File: config.mk
export PLATFORM = sky130hd
export DESIGN_NAME = include_directive_scanner
export DESIGN_NICKNAME = d
export VERILOG_FILES = /design/src/rtl/ids_pkg.sv /design/src/rtl/include_directive_scanner.sv /design/src/rtl/ids_scan.sv /design/src/rtl/ids_out.sv
export SDC_FILE = /design/constraint.sdc
export NUM_CORES = 1
export LEC_CHECK = 0
export ABC_AREA = 0
export BUFFER_PORTS_ARGS = -buffer_cell sky130_fd_sc_hd__buf_2
export CAP_MARGIN = 20
export CORE_MARGIN = 1
export CORE_UTILIZATION = 35
export DETAILED_ROUTE_END_ITERATION = 8
export SLEW_MARGIN = 20
export SYNTH_ARGS = -nofsm -noshare
export SYNTH_HDL_FRONTEND = slang
export SYNTH_HIERARCHICAL = 1
export SYNTH_SLANG_ARGS = --single-unit
File: constraint.sdc
create_clock -name clock -period 15.2 [get_ports clock]
set_input_delay 0 -clock clock [delete_from_list [all_inputs] [get_ports clock]]
set_output_delay 0 -clock clock [all_outputs]
set_load 0.01 [all_outputs]
File: src/rtl/ids_pkg.sv
package ids_pkg;

   // Character codes the scanner looks for.
   localparam logic [7:0] CHAR_NUL   = 8'h00;
   localparam logic [7:0] CHAR_TAB   = 8'h09;
   localparam logic [7:0] CHAR_LF    = 8'h0A;
   localparam logic [7:0] CHAR_CR    = 8'h0D;
   localparam logic [7:0] CHAR_SPACE = 8'h20;
   localparam logic [7:0] CHAR_QUOTE = 8'h22;
   localparam logic [7:0] CHAR_HASH  = 8'h23;

   // Index of the last letter of the keyword.
   localparam logic [2:0] KEYWORD_LAST = 3'd6;

   // Scan phase within one line.
   typedef enum logic [2:0] {
      PH_LINE_START,
      PH_AFTER_HASH,
      PH_KEYWORD,
      PH_AFTER_KEYWORD,
      PH_BEFORE_QUOTE,
      PH_NAME,
      PH_TAIL,
      PH_REST
   } phase_type;

   // Kind of line break seen on the previous byte.
   typedef enum logic [1:0] {
      BRK_NONE,
      BRK_CR,
      BRK_LF
   } break_type;

   // Control bits of one result word, passed from the scanner to the output stage.
   typedef struct packed {
      logic fire;
      logic record_valid;
      logic end_of_text;
   } res_ctrl_type;

   // Letters of the keyword "include".
   function automatic logic [7:0] keyword_char(input logic [2:0] idx);
      logic [7:0] ch;
      case (idx)
         3'd0: ch = 8'h69;
         3'd1: ch = 8'h6E;
         3'd2: ch = 8'h63;
         3'd3: ch = 8'h6C;
         3'd4: ch = 8'h75;
         3'd5: ch = 8'h64;
         3'd6: ch = 8'h65;
         default: ch = CHAR_NUL;
      endcase
      return ch;
   endfunction

endpackage

File: src/rtl/include_directive_scanner.sv
// Scans a text one byte per word and reports each quoted include directive
// (optional blanks, '#', blanks, "include", a blank, blanks, a quoted name on
// the same line) when its line ends, together with the line and name offsets
// and the number of the following line. A zero byte ends the text: it always
// yields one end-of-text word, carrying any pending record, and clears the
// scanner. The block accepts one byte every cycle unless the input stalls; a result
// appears in the output register in the cycle after the byte that causes it. The
// input stalls only while that output register holds a word that the receiver stalls.
module include_directive_scanner #(
   parameter int OFFSET_BITS = 24
) (
   input  logic                      clock,
   input  logic                      reset,
   input  logic                      req_valid,
   output logic                      req_stall,
   input  logic [7:0]                req_char_code,
   output logic                      rsp_valid,
   input  logic                      rsp_stall,
   output logic                      rsp_record_valid,
   output logic                      rsp_end_of_text,
   output logic [OFFSET_BITS-1:0]    rsp_line_start,
   output logic [OFFSET_BITS-1:0]    rsp_line_end,
   output logic [OFFSET_BITS-1:0]    rsp_name_start,
   output logic [OFFSET_BITS-1:0]    rsp_name_length,
   output logic [OFFSET_BITS-1:0]    rsp_following_line
);

   logic                    accept;
   logic                    busy;
   ids_pkg::res_ctrl_type   res_ctrl;
   logic [OFFSET_BITS-1:0]  res_line_start;
   logic [OFFSET_BITS-1:0]  res_line_end;
   logic [OFFSET_BITS-1:0]  res_name_start;
   logic [OFFSET_BITS-1:0]  res_name_length;
   logic [OFFSET_BITS-1:0]  res_following_line;

   // Input handshake.
   assign req_stall = busy;
   assign accept    = req_valid && !req_stall;

   ids_scan #(
      .OFFSET_BITS(OFFSET_BITS)
   ) u_scan (
      .clock              (clock),
      .reset              (reset),
      .accept             (accept),
      .char_code          (req_char_code),
      .res_ctrl           (res_ctrl),
      .res_line_start     (res_line_start),
      .res_line_end       (res_line_end),
      .res_name_start     (res_name_start),
      .res_name_length    (res_name_length),
      .res_following_line (res_following_line)
   );

   ids_out #(
      .OFFSET_BITS(OFFSET_BITS)
   ) u_out (
      .clock              (clock),
      .reset              (reset),
      .res_ctrl           (res_ctrl),
      .res_line_start     (res_line_start),
      .res_line_end       (res_line_end),
      .res_name_start     (res_name_start),
      .res_name_length    (res_name_length),
      .res_following_line (res_following_line),
      .rsp_stall          (rsp_stall),
      .busy               (busy),
      .rsp_valid          (rsp_valid),
      .rsp_record_valid   (rsp_record_valid),
      .rsp_end_of_text    (rsp_end_of_text),
      .rsp_line_start     (rsp_line_start),
      .rsp_line_end       (rsp_line_end),
      .rsp_name_start     (rsp_name_start),
      .rsp_name_length    (rsp_name_length),
      .rsp_following_line (rsp_following_line)
   );

   // A word on the output carries a record, the end of the text, or both.
   a_word_has_content: assert property (@(posedge clock) disable iff (reset)
      rsp_valid |-> (rsp_record_valid || rsp_end_of_text))
      else $error("result word with neither record nor end of text");

   // A terminator byte always shows up as an end-of-text word next cycle.
   a_terminator_reported: assert property (@(posedge clock) disable iff (reset)
      (accept && (req_char_code == ids_pkg::CHAR_NUL)) |=>
      (rsp_valid && rsp_end_of_text))
      else $error("terminator byte produced no end-of-text word");

   // A record's offsets are ordered within its line.
   a_record_order: assert property (@(posedge clock) disable iff (reset)
      (rsp_valid && rsp_record_valid) |->
      ((rsp_line_start <= rsp_name_start) && (rsp_name_start <= rsp_line_end) &&
       (rsp_line_start <= rsp_line_end)))
      else $error("record offsets out of order");

   // Words without a record carry zero fields.
   a_empty_fields: assert property (@(posedge clock) disable iff (reset)
      (rsp_valid && !rsp_record_valid) |->
      ((rsp_line_start == '0) && (rsp_line_end == '0) && (rsp_name_start == '0) &&
       (rsp_name_length == '0) && (rsp_following_line == '0)))
      else $error("end-of-text word without record has nonzero fields");

endmodule

File: src/rtl/ids_scan.sv
module ids_scan #(
   parameter int OFFSET_BITS = 24
) (
   input  logic                      clock,
   input  logic                      reset,
   input  logic                      accept,
   input  logic [7:0]                char_code,
   output ids_pkg::res_ctrl_type     res_ctrl,
   output logic [OFFSET_BITS-1:0]    res_line_start,
   output logic [OFFSET_BITS-1:0]    res_line_end,
   output logic [OFFSET_BITS-1:0]    res_name_start,
   output logic [OFFSET_BITS-1:0]    res_name_length,
   output logic [OFFSET_BITS-1:0]    res_following_line
);

   localparam logic [OFFSET_BITS-1:0] CNT_ONE = {{(OFFSET_BITS-1){1'b0}}, 1'b1};
   localparam logic [OFFSET_BITS-1:0] CNT_MAX = {OFFSET_BITS{1'b1}};

   function automatic logic [OFFSET_BITS-1:0] sat_inc(input logic [OFFSET_BITS-1:0] v);
      return (v == CNT_MAX) ? v : v + CNT_ONE;
   endfunction

   ids_pkg::phase_type      phase_ff, phase_in;
   ids_pkg::break_type      brk_ff, brk_in;
   logic [2:0]              kidx_ff, kidx_in;
   logic [OFFSET_BITS-1:0]  pos_ff, pos_in;
   logic [OFFSET_BITS-1:0]  line_ff, line_in;
   logic [OFFSET_BITS-1:0]  cls_ff, cls_in;
   logic [OFFSET_BITS-1:0]  nstart_ff, nstart_in;
   logic [OFFSET_BITS-1:0]  nlen_ff, nlen_in;

   logic                    is_blank;
   logic                    is_break;
   logic                    paired;
   logic [OFFSET_BITS-1:0]  pos_inc;

   assign is_blank = char_code inside {ids_pkg::CHAR_SPACE, ids_pkg::CHAR_TAB};
   assign is_break = char_code inside {ids_pkg::CHAR_CR, ids_pkg::CHAR_LF};
   assign paired   = ((brk_ff == ids_pkg::BRK_CR) && (char_code == ids_pkg::CHAR_LF)) ||
                     ((brk_ff == ids_pkg::BRK_LF) && (char_code == ids_pkg::CHAR_CR));
   assign pos_inc  = sat_inc(pos_ff);

   // Next state: one byte advances the line scan by one step.
   always_comb begin
      phase_in  = phase_ff;
      brk_in    = brk_ff;
      kidx_in   = kidx_ff;
      pos_in    = pos_ff;
      line_in   = line_ff;
      cls_in    = cls_ff;
      nstart_in = nstart_ff;
      nlen_in   = nlen_ff;
      if (accept) begin
         if (char_code == ids_pkg::CHAR_NUL) begin
            // The terminator returns everything to its reset state.
            phase_in  = ids_pkg::PH_LINE_START;
            brk_in    = ids_pkg::BRK_NONE;
            kidx_in   = 3'd0;
            pos_in    = '0;
            line_in   = CNT_ONE;
            cls_in    = '0;
            nstart_in = '0;
            nlen_in   = '0;
         end else if (paired) begin
            // Second half of a CR LF or LF CR pair.
            brk_in = ids_pkg::BRK_NONE;
            cls_in = pos_inc;
            pos_in = pos_inc;
         end else if (is_break) begin
            brk_in   = (char_code == ids_pkg::CHAR_CR) ? ids_pkg::BRK_CR : ids_pkg::BRK_LF;
            phase_in = ids_pkg::PH_LINE_START;
            kidx_in  = 3'd0;
            line_in  = sat_inc(line_ff);
            cls_in   = pos_inc;
            pos_in   = pos_inc;
         end else begin
            brk_in = ids_pkg::BRK_NONE;
            pos_in = pos_inc;
            case (phase_ff)
               ids_pkg::PH_LINE_START: begin
                  if (char_code == ids_pkg::CHAR_HASH) begin
                     phase_in = ids_pkg::PH_AFTER_HASH;
                  end else if (!is_blank) begin
                     phase_in = ids_pkg::PH_REST;
                  end
               end
               ids_pkg::PH_AFTER_HASH: begin
                  if (char_code == ids_pkg::keyword_char(3'd0)) begin
                     phase_in = ids_pkg::PH_KEYWORD;
                     kidx_in  = 3'd1;
                  end else if (!is_blank) begin
                     phase_in = ids_pkg::PH_REST;
                  end
               end
               ids_pkg::PH_KEYWORD: begin
                  if (char_code == ids_pkg::keyword_char(kidx_ff)) begin
                     if (kidx_ff == ids_pkg::KEYWORD_LAST) begin
                        phase_in = ids_pkg::PH_AFTER_KEYWORD;
                        kidx_in  = 3'd0;
                     end else begin
                        kidx_in = kidx_ff + 3'd1;
                     end
                  end else begin
                     phase_in = ids_pkg::PH_REST;
                     kidx_in  = 3'd0;
                  end
               end
               ids_pkg::PH_AFTER_KEYWORD: begin
                  phase_in = is_blank ? ids_pkg::PH_BEFORE_QUOTE : ids_pkg::PH_REST;
               end
               ids_pkg::PH_BEFORE_QUOTE: begin
                  if (char_code == ids_pkg::CHAR_QUOTE) begin
                     phase_in  = ids_pkg::PH_NAME;
                     nstart_in = pos_inc;
                     nlen_in   = '0;
                  end else if (!is_blank) begin
                     phase_in = ids_pkg::PH_REST;
                  end
               end
               ids_pkg::PH_NAME: begin
                  if (char_code == ids_pkg::CHAR_QUOTE) begin
                     phase_in = ids_pkg::PH_TAIL;
                  end else begin
                     nlen_in = sat_inc(nlen_ff);
                  end
               end
               ids_pkg::PH_TAIL: begin
                  phase_in = ids_pkg::PH_TAIL;
               end
               default: begin
                  phase_in = ids_pkg::PH_REST;
               end
            endcase
         end
      end
   end

   // Result word: a record leaves when its line ends or the text ends.
   always_comb begin
      res_ctrl           = '0;
      res_line_start     = '0;
      res_line_end       = '0;
      res_name_start     = '0;
      res_name_length    = '0;
      res_following_line = '0;
      if (accept) begin
         if (char_code == ids_pkg::CHAR_NUL) begin
            res_ctrl.fire         = 1'b1;
            res_ctrl.end_of_text  = 1'b1;
            res_ctrl.record_valid = (phase_ff == ids_pkg::PH_TAIL);
         end else if (is_break && !paired) begin
            res_ctrl.fire         = (phase_ff == ids_pkg::PH_TAIL);
            res_ctrl.record_valid = (phase_ff == ids_pkg::PH_TAIL);
         end
      end
      if (res_ctrl.record_valid) begin
         res_line_start     = cls_ff;
         res_line_end       = pos_ff;
         res_name_start     = nstart_ff;
         res_name_length    = nlen_ff;
         res_following_line = sat_inc(line_ff);
      end
   end

   // Scan state registers.
   always_ff @(posedge clock) begin
      if (reset) begin
         phase_ff  <= ids_pkg::PH_LINE_START;
         brk_ff    <= ids_pkg::BRK_NONE;
         kidx_ff   <= 3'd0;
         pos_ff    <= '0;
         line_ff   <= CNT_ONE;
         cls_ff    <= '0;
         nstart_ff <= '0;
         nlen_ff   <= '0;
      end else begin
         phase_ff  <= phase_in;
         brk_ff    <= brk_in;
         kidx_ff   <= kidx_in;
         pos_ff    <= pos_in;
         line_ff   <= line_in;
         cls_ff    <= cls_in;
         nstart_ff <= nstart_in;
         nlen_ff   <= nlen_in;
      end
   end

endmodule

File: src/rtl/ids_out.sv
module ids_out #(
   parameter int OFFSET_BITS = 24
) (
   input  logic                      clock,
   input  logic                      reset,
   input  ids_pkg::res_ctrl_type     res_ctrl,
   input  logic [OFFSET_BITS-1:0]    res_line_start,
   input  logic [OFFSET_BITS-1:0]    res_line_end,
   input  logic [OFFSET_BITS-1:0]    res_name_start,
   input  logic [OFFSET_BITS-1:0]    res_name_length,
   input  logic [OFFSET_BITS-1:0]    res_following_line,
   input  logic                      rsp_stall,
   output logic                      busy,
   output logic                      rsp_valid,
   output logic                      rsp_record_valid,
   output logic                      rsp_end_of_text,
   output logic [OFFSET_BITS-1:0]    rsp_line_start,
   output logic [OFFSET_BITS-1:0]    rsp_line_end,
   output logic [OFFSET_BITS-1:0]    rsp_name_start,
   output logic [OFFSET_BITS-1:0]    rsp_name_length,
   output logic [OFFSET_BITS-1:0]    rsp_following_line
);

   logic                    valid_ff, valid_in;
   logic                    rec_ff;
   logic                    eot_ff;
   logic [OFFSET_BITS-1:0]  lstart_ff;
   logic [OFFSET_BITS-1:0]  lend_ff;
   logic [OFFSET_BITS-1:0]  nstart_ff;
   logic [OFFSET_BITS-1:0]  nlen_ff;
   logic [OFFSET_BITS-1:0]  nline_ff;

   // The register is full and its word is held this cycle.
   assign busy = valid_ff && rsp_stall;

   // Load a new word, hold a stalled one, or drain.
   always_comb begin
      if (res_ctrl.fire) begin
         valid_in = 1'b1;
      end else begin
         valid_in = busy;
      end
   end

   always_ff @(posedge clock) begin
      if (reset) begin
         valid_ff <= 1'b0;
      end else begin
         valid_ff <= valid_in;
      end
   end

   // Result payload register.
   always_ff @(posedge clock) begin
      if (res_ctrl.fire) begin
         rec_ff    <= res_ctrl.record_valid;
         eot_ff    <= res_ctrl.end_of_text;
         lstart_ff <= res_line_start;
         lend_ff   <= res_line_end;
         nstart_ff <= res_name_start;
         nlen_ff   <= res_name_length;
         nline_ff  <= res_following_line;
      end
   end

   assign rsp_valid          = valid_ff;
   assign rsp_record_valid   = rec_ff;
   assign rsp_end_of_text    = eot_ff;
   assign rsp_line_start     = lstart_ff;
   assign rsp_line_end       = lend_ff;
   assign rsp_name_start     = nstart_ff;
   assign rsp_name_length    = nlen_ff;
   assign rsp_following_line = nline_ff;

endmodule

==> impl.org <==
** CTS
- In this run the number of H-tree levels came out at 1.
- Number of buffers added by the clock tree synthesis step :: 27
- After clock tree synthesis, the clock-pin slew on the worst setup and hold paths is approximately 0.060 ns.
- Sinks on Clock Net :: around 250
- Clock tree from TritonCTS :: built
- The later pin in the worst-skew pair is clocked with a latency of between 0.5 and 0.6 ns.
- No sink is reached through more buffers than the 3 on the longest clock path.
- Clock tree synthesis selected as its root buffer the cell sky130_fd_sc_hd__clkbuf_16.

** Cells and area
- Cells with a size suffix above 1 make up between 10% and 20% of the layout.
- Register area :: about 0.0062 sq mm
- Leaving out fill and tap cells, the most frequent cell in the layout is sky130_fd_sc_hd__buf_2.
- In the layout the commonest cells are sky130_fd_sc_hd__buf_2 (135), sky130_fd_sc_hd__dfxtp_1 (129), sky130_fd_sc_hd__edfxtp_1 (122).
- Antenna fix cells :: 0
- Utilization of the core after routing :: between 40% and 50%
- The area growth from synthesis to layout is 16.1%.
- Final net count :: around 1.2k
- The filler cells instantiated in the layout total about 3.2k.
- Summing all multi-input logic gate instances after layout gives between 0.004 and 0.005 sq mm.

** Floorplanning
- Starting density of the core :: 36.0%
- Number of primary I/O pins :: between 100 and 150
- Floorplan core area :: ~0.032 sq mm
- Die height :: 183 um
- Horizontal die dimension :: 183 um
- The die covers 0.0335 sq mm.
- Number of placement rows :: 65

** Setup path
- Launch instance of the worst register-to-register path :: u_out/rsp_valid$_SDFF_PP0_
- The worst register-to-register path has a depth of 8.
- STA classifies the critical path endpoint as a flop.
- The endpoint identified for the worst register-to-register timing path is u_out/rsp_line_end[3]$_DFFE_PP_.
- STA puts the critical path data arrival time at roughly 3.5 ns.
- Timing startpoint of the critical path :: u_out/rsp_valid$_SDFF_PP0_
- By startpoint and endpoint, the worst setup path is classified as reg -> reg.
- Crit-path max FO :: 96
- In this run the register-to-register setup slack is ~12 ns.
- Req. time, crit path :: approximately 16 ns
- Setup crit start kind :: flop

** Synth
- Share of async-settable or async-resettable flops after synthesis :: 0%
- In this run, synthesis inferred around 120 flip-flops with an integrated enable.
- The synthesized design devotes to its leading area cell type a little under a third of total area.
- In the post-synthesis netlist, the biggest area contributors are sky130_fd_sc_hd__edfxtp_1 (32%), sky130_fd_sc_hd__dfxtp_1 (22%), sky130_fd_sc_hd__and2_1 (5.7%), sky130_fd_sc_hd__nand2_1 (3.7%), sky130_fd_sc_hd__nor2_1 (3.3%).
- sky130_fd_sc_hd__edfxtp_1 takes more of the synthesized area than any other cell.
- Sequential-to-total area share from yosys stat :: 54.4%
- Commonest register cell after synthesis :: sky130_fd_sc_hd__dfxtp_1
- The cell count after synthesis came out at 1,133.
- Warning count from the yosys run :: 6
- Number of library cell types mapped by synthesis :: 90
- Synthesized area divided by synthesized cell count :: 10.1 sq um
- Nets in the synthesized netlist :: between 1k and 1.5k
- Synthesized flop and latch total :: between 200 and 300
- Summing every instance area after synthesis gives between 0.01 and 0.015 sq mm.

** Detailed routing
- The first TritonRoute pass finished after 5 iterations.
- Via density per instance :: about 5.1
- Detailed routing inserted a total of around 8.5k vias.
- Detailed router's first-iteration violation count :: 630
- Total DRC errors in the routed layout :: 0
- After detailed routing, the total wire length is 27,400 um.
- The count of nets left with antenna violations once routing finished came out at 0.
- In the final routed layout, each cell accounts on average for 16.2 um.

** Timing
- RSZ-0062 raised after global routing :: no
- Subtracting the final worst setup slack from the clock period gives 3.07 ns.
- TNS Setup :: 0 ns
- Hold is met by 0.0125 ns.
- Endpoints failing hold :: 0
- Tcrit/Tclk final :: 20.2%
- Transition at the pin with the smallest max-transition slack :: ~0.97 ns
- Tightest slew margin relative to the limit :: 35.1%
- Clock Skews :: 0.0133 ns
- Setup violations remaining at the end of the flow were counted as 0.
- Highest clock frequency the design can meet :: 326 MHz
- Max Transition Viols Final :: 0
- Final setup margin :: between 10 and 15 ns

** Power and ir drop
- Dividing total power by cell area gives a power density of ~110 mW/mm^2.
- In this run the static leakage power is approximately 5.0 nW.
- Maximum vdd ir drop :: about 0.079 mV
- The design draws about 0.0014 W.

** Global route
- Most crowded layer after global routing :: met2
- In the global route stage, met1 resource usage came out at approximately a quarter.
- Global-route wire length before repair :: ~44,000 um
- Vias in the first global route :: a little over 8k
- Met2 Use GR :: 24.5%
- Largest net degree at the start of global routing :: between 90 and 100
- Total global routing track utilization :: 16.3%
- Number of antenna violations at the first check in global routing :: 0
- For this run the aggregate overflow at the end of global routing stands at 0.
- Global Route met3 Usage :: around 2.1%

** Placed design
- Detailed placement ended at an HPWL of roughly 18,000 um.
- RD Place Congestion :: 0.810
- Prior to clock tree synthesis, the placed netlist has a worst setup slack of around 12 ns.
- Count of buffers inserted at the top-level ports :: roughly 140

** Min path
- The worst hold path was traced through 4 stages.
- The startpoint identified for the worst hold timing path is req_valid.
- The path with the worst hold slack has its endpoint at u_scan/brk_ff[1]$_SDFFE_PP0P_.
- The worst hold path belongs to the class in -> reg.

** Flow run
- Maxcap violations :: 0

** Run status
- Outcome :: finished, final reports clean
==> power by group <==
part | leakage, nW | total, W | internal (W) | switching (W)
clock | 0.441 | 0.000676 | 0.000406 | 0.000270
combinational | 2.22 | 0.0000359 | 0.0000109 | 0.0000250
sequential | 2.30 | 0.000708 | 0.000704 | 0.00000357
==> final cells by class <==
cell class | instances | share of cell area, %
multi-input cells | 796 | 36.3
repair buffers | 140 | 5.40
clock inverters | 15 | 1.42
inverters | 17 | 0.479
clock buffers | 35 | 5.44
well taps | 435 | 4.08
flip-flops and latches | 251 | 46.9
==> what timing repair did <==
item | in CTS | in global routing
setup buffers | 0 | 0
setup endpoints to repair | 0 | 0
hold buffers | 1 | 0
hold endpoints to repair | 1 | 0
resized for setup | 0 | 0
==> stage by stage <==
step | instances | area (sq um)
finish | 1689 | 13300
global route | 1689 | 13300
CTS | 1689 | 13300
detailed placement | 1638 | 12400
global placement | 1638 | 12400
floorplan | 1133 | 11500
==> metal layers <==
metal  vias up  wire length [um]
li1       4233                 -
met4         0               507
met1      4059             13700
met2       211             11800
met3        39              1330
met5         -                 0
==> sequential cells by signal (all words and copies together) (netlist names) <==
signal,flops
u_scan/pos_ff,24
u_scan/nlen_ff,24
u_out/rsp_record_valid,1
u_out/rsp_line_end,24
u_out/rsp_line_start,24
u_scan/brk_ff,2
u_out/rsp_following_line,24
u_out/rsp_name_start,24
u_scan/phase_ff,3
u_scan/kidx_ff,3
u_scan/line_ff,24
u_scan/nstart_ff,24
u_out/rsp_name_length,24
u_out/rsp_valid,1
u_out/rsp_end_of_text,1
u_scan/cls_ff,24
==> worst max path at each step <==
| stage | end | slack (ns) | cells past startpoint |
|---|---|---|---|
| 2_1_floorplan | u_out/rsp_end_of_text$_DFFE_PP_ | 4.36 | 6 |
| 3_3_place_gp | u_out/rsp_line_start[22]$_DFFE_PP_ | 12.07 | 6 |
| 3_5_place_dp | u_out/rsp_line_start[23]$_DFFE_PP_ | 11.99 | 6 |
| 4_1_cts | u_out/rsp_name_start[8]$_DFFE_PP_ | 11.98 | 6 |
| 6_report | u_out/rsp_line_end[3]$_DFFE_PP_ | 12.13 | 8 |
| 5_1_grt | u_out/rsp_following_line[15]$_DFFE_PP_ | 11.78 | 8 |
==> worst max-delay path, stage by stage (launching register included) <==
cell and delay, ns:
sky130_fd_sc_hd__dfxtp_1 0.32, sky130_fd_sc_hd__and2_2 0.21, sky130_fd_sc_hd__nor2b_4 0.56, sky130_fd_sc_hd__nand3_4 0.26
sky130_fd_sc_hd__nor2_4 0.25, sky130_fd_sc_hd__nand3_4 0.32, sky130_fd_sc_hd__inv_2 0.11, sky130_fd_sc_hd__buf_4 0.59
sky130_fd_sc_hd__and2_1 0.23
==> kinds of logic (layout without fill, tap and decap cells) <==
group                    Yosys count  after routing  share of synthesized area, %
adder cells (fa/ha/maj)            4              4                         0.436
AND/OR/NAND/NOR                  517            517                          24.8
XOR/XNOR                          57             57                          4.35
buffers and inverters             86            207                          3.55
multiplexers                      14             14                          1.23
flip-flops                       251            251                          54.4
AO/OA/AOI/OAI                    204            204                          11.2
==> synthesized netlist by cell type, types with 19 or more instances <==
cell,n
sky130_fd_sc_hd__a21oi_1,45
sky130_fd_sc_hd__nand4_1,19
sky130_fd_sc_hd__o21ai_1,20
sky130_fd_sc_hd__xnor2_1,22
sky130_fd_sc_hd__nand2_1,114
sky130_fd_sc_hd__clkbuf_1,33
sky130_fd_sc_hd__nand3_1,45
sky130_fd_sc_hd__xor2_1,35
sky130_fd_sc_hd__o21ai_0,46
sky130_fd_sc_hd__nor2_1,102
sky130_fd_sc_hd__and2_1,104
sky130_fd_sc_hd__edfxtp_1,122
sky130_fd_sc_hd__dfxtp_1,129
sky130_fd_sc_hd__buf_2,19
sky130_fd_sc_hd__and3_1,21
sky130_fd_sc_hd__a31oi_1,24
No activity file was read; power rests on OpenSTA's default activity.
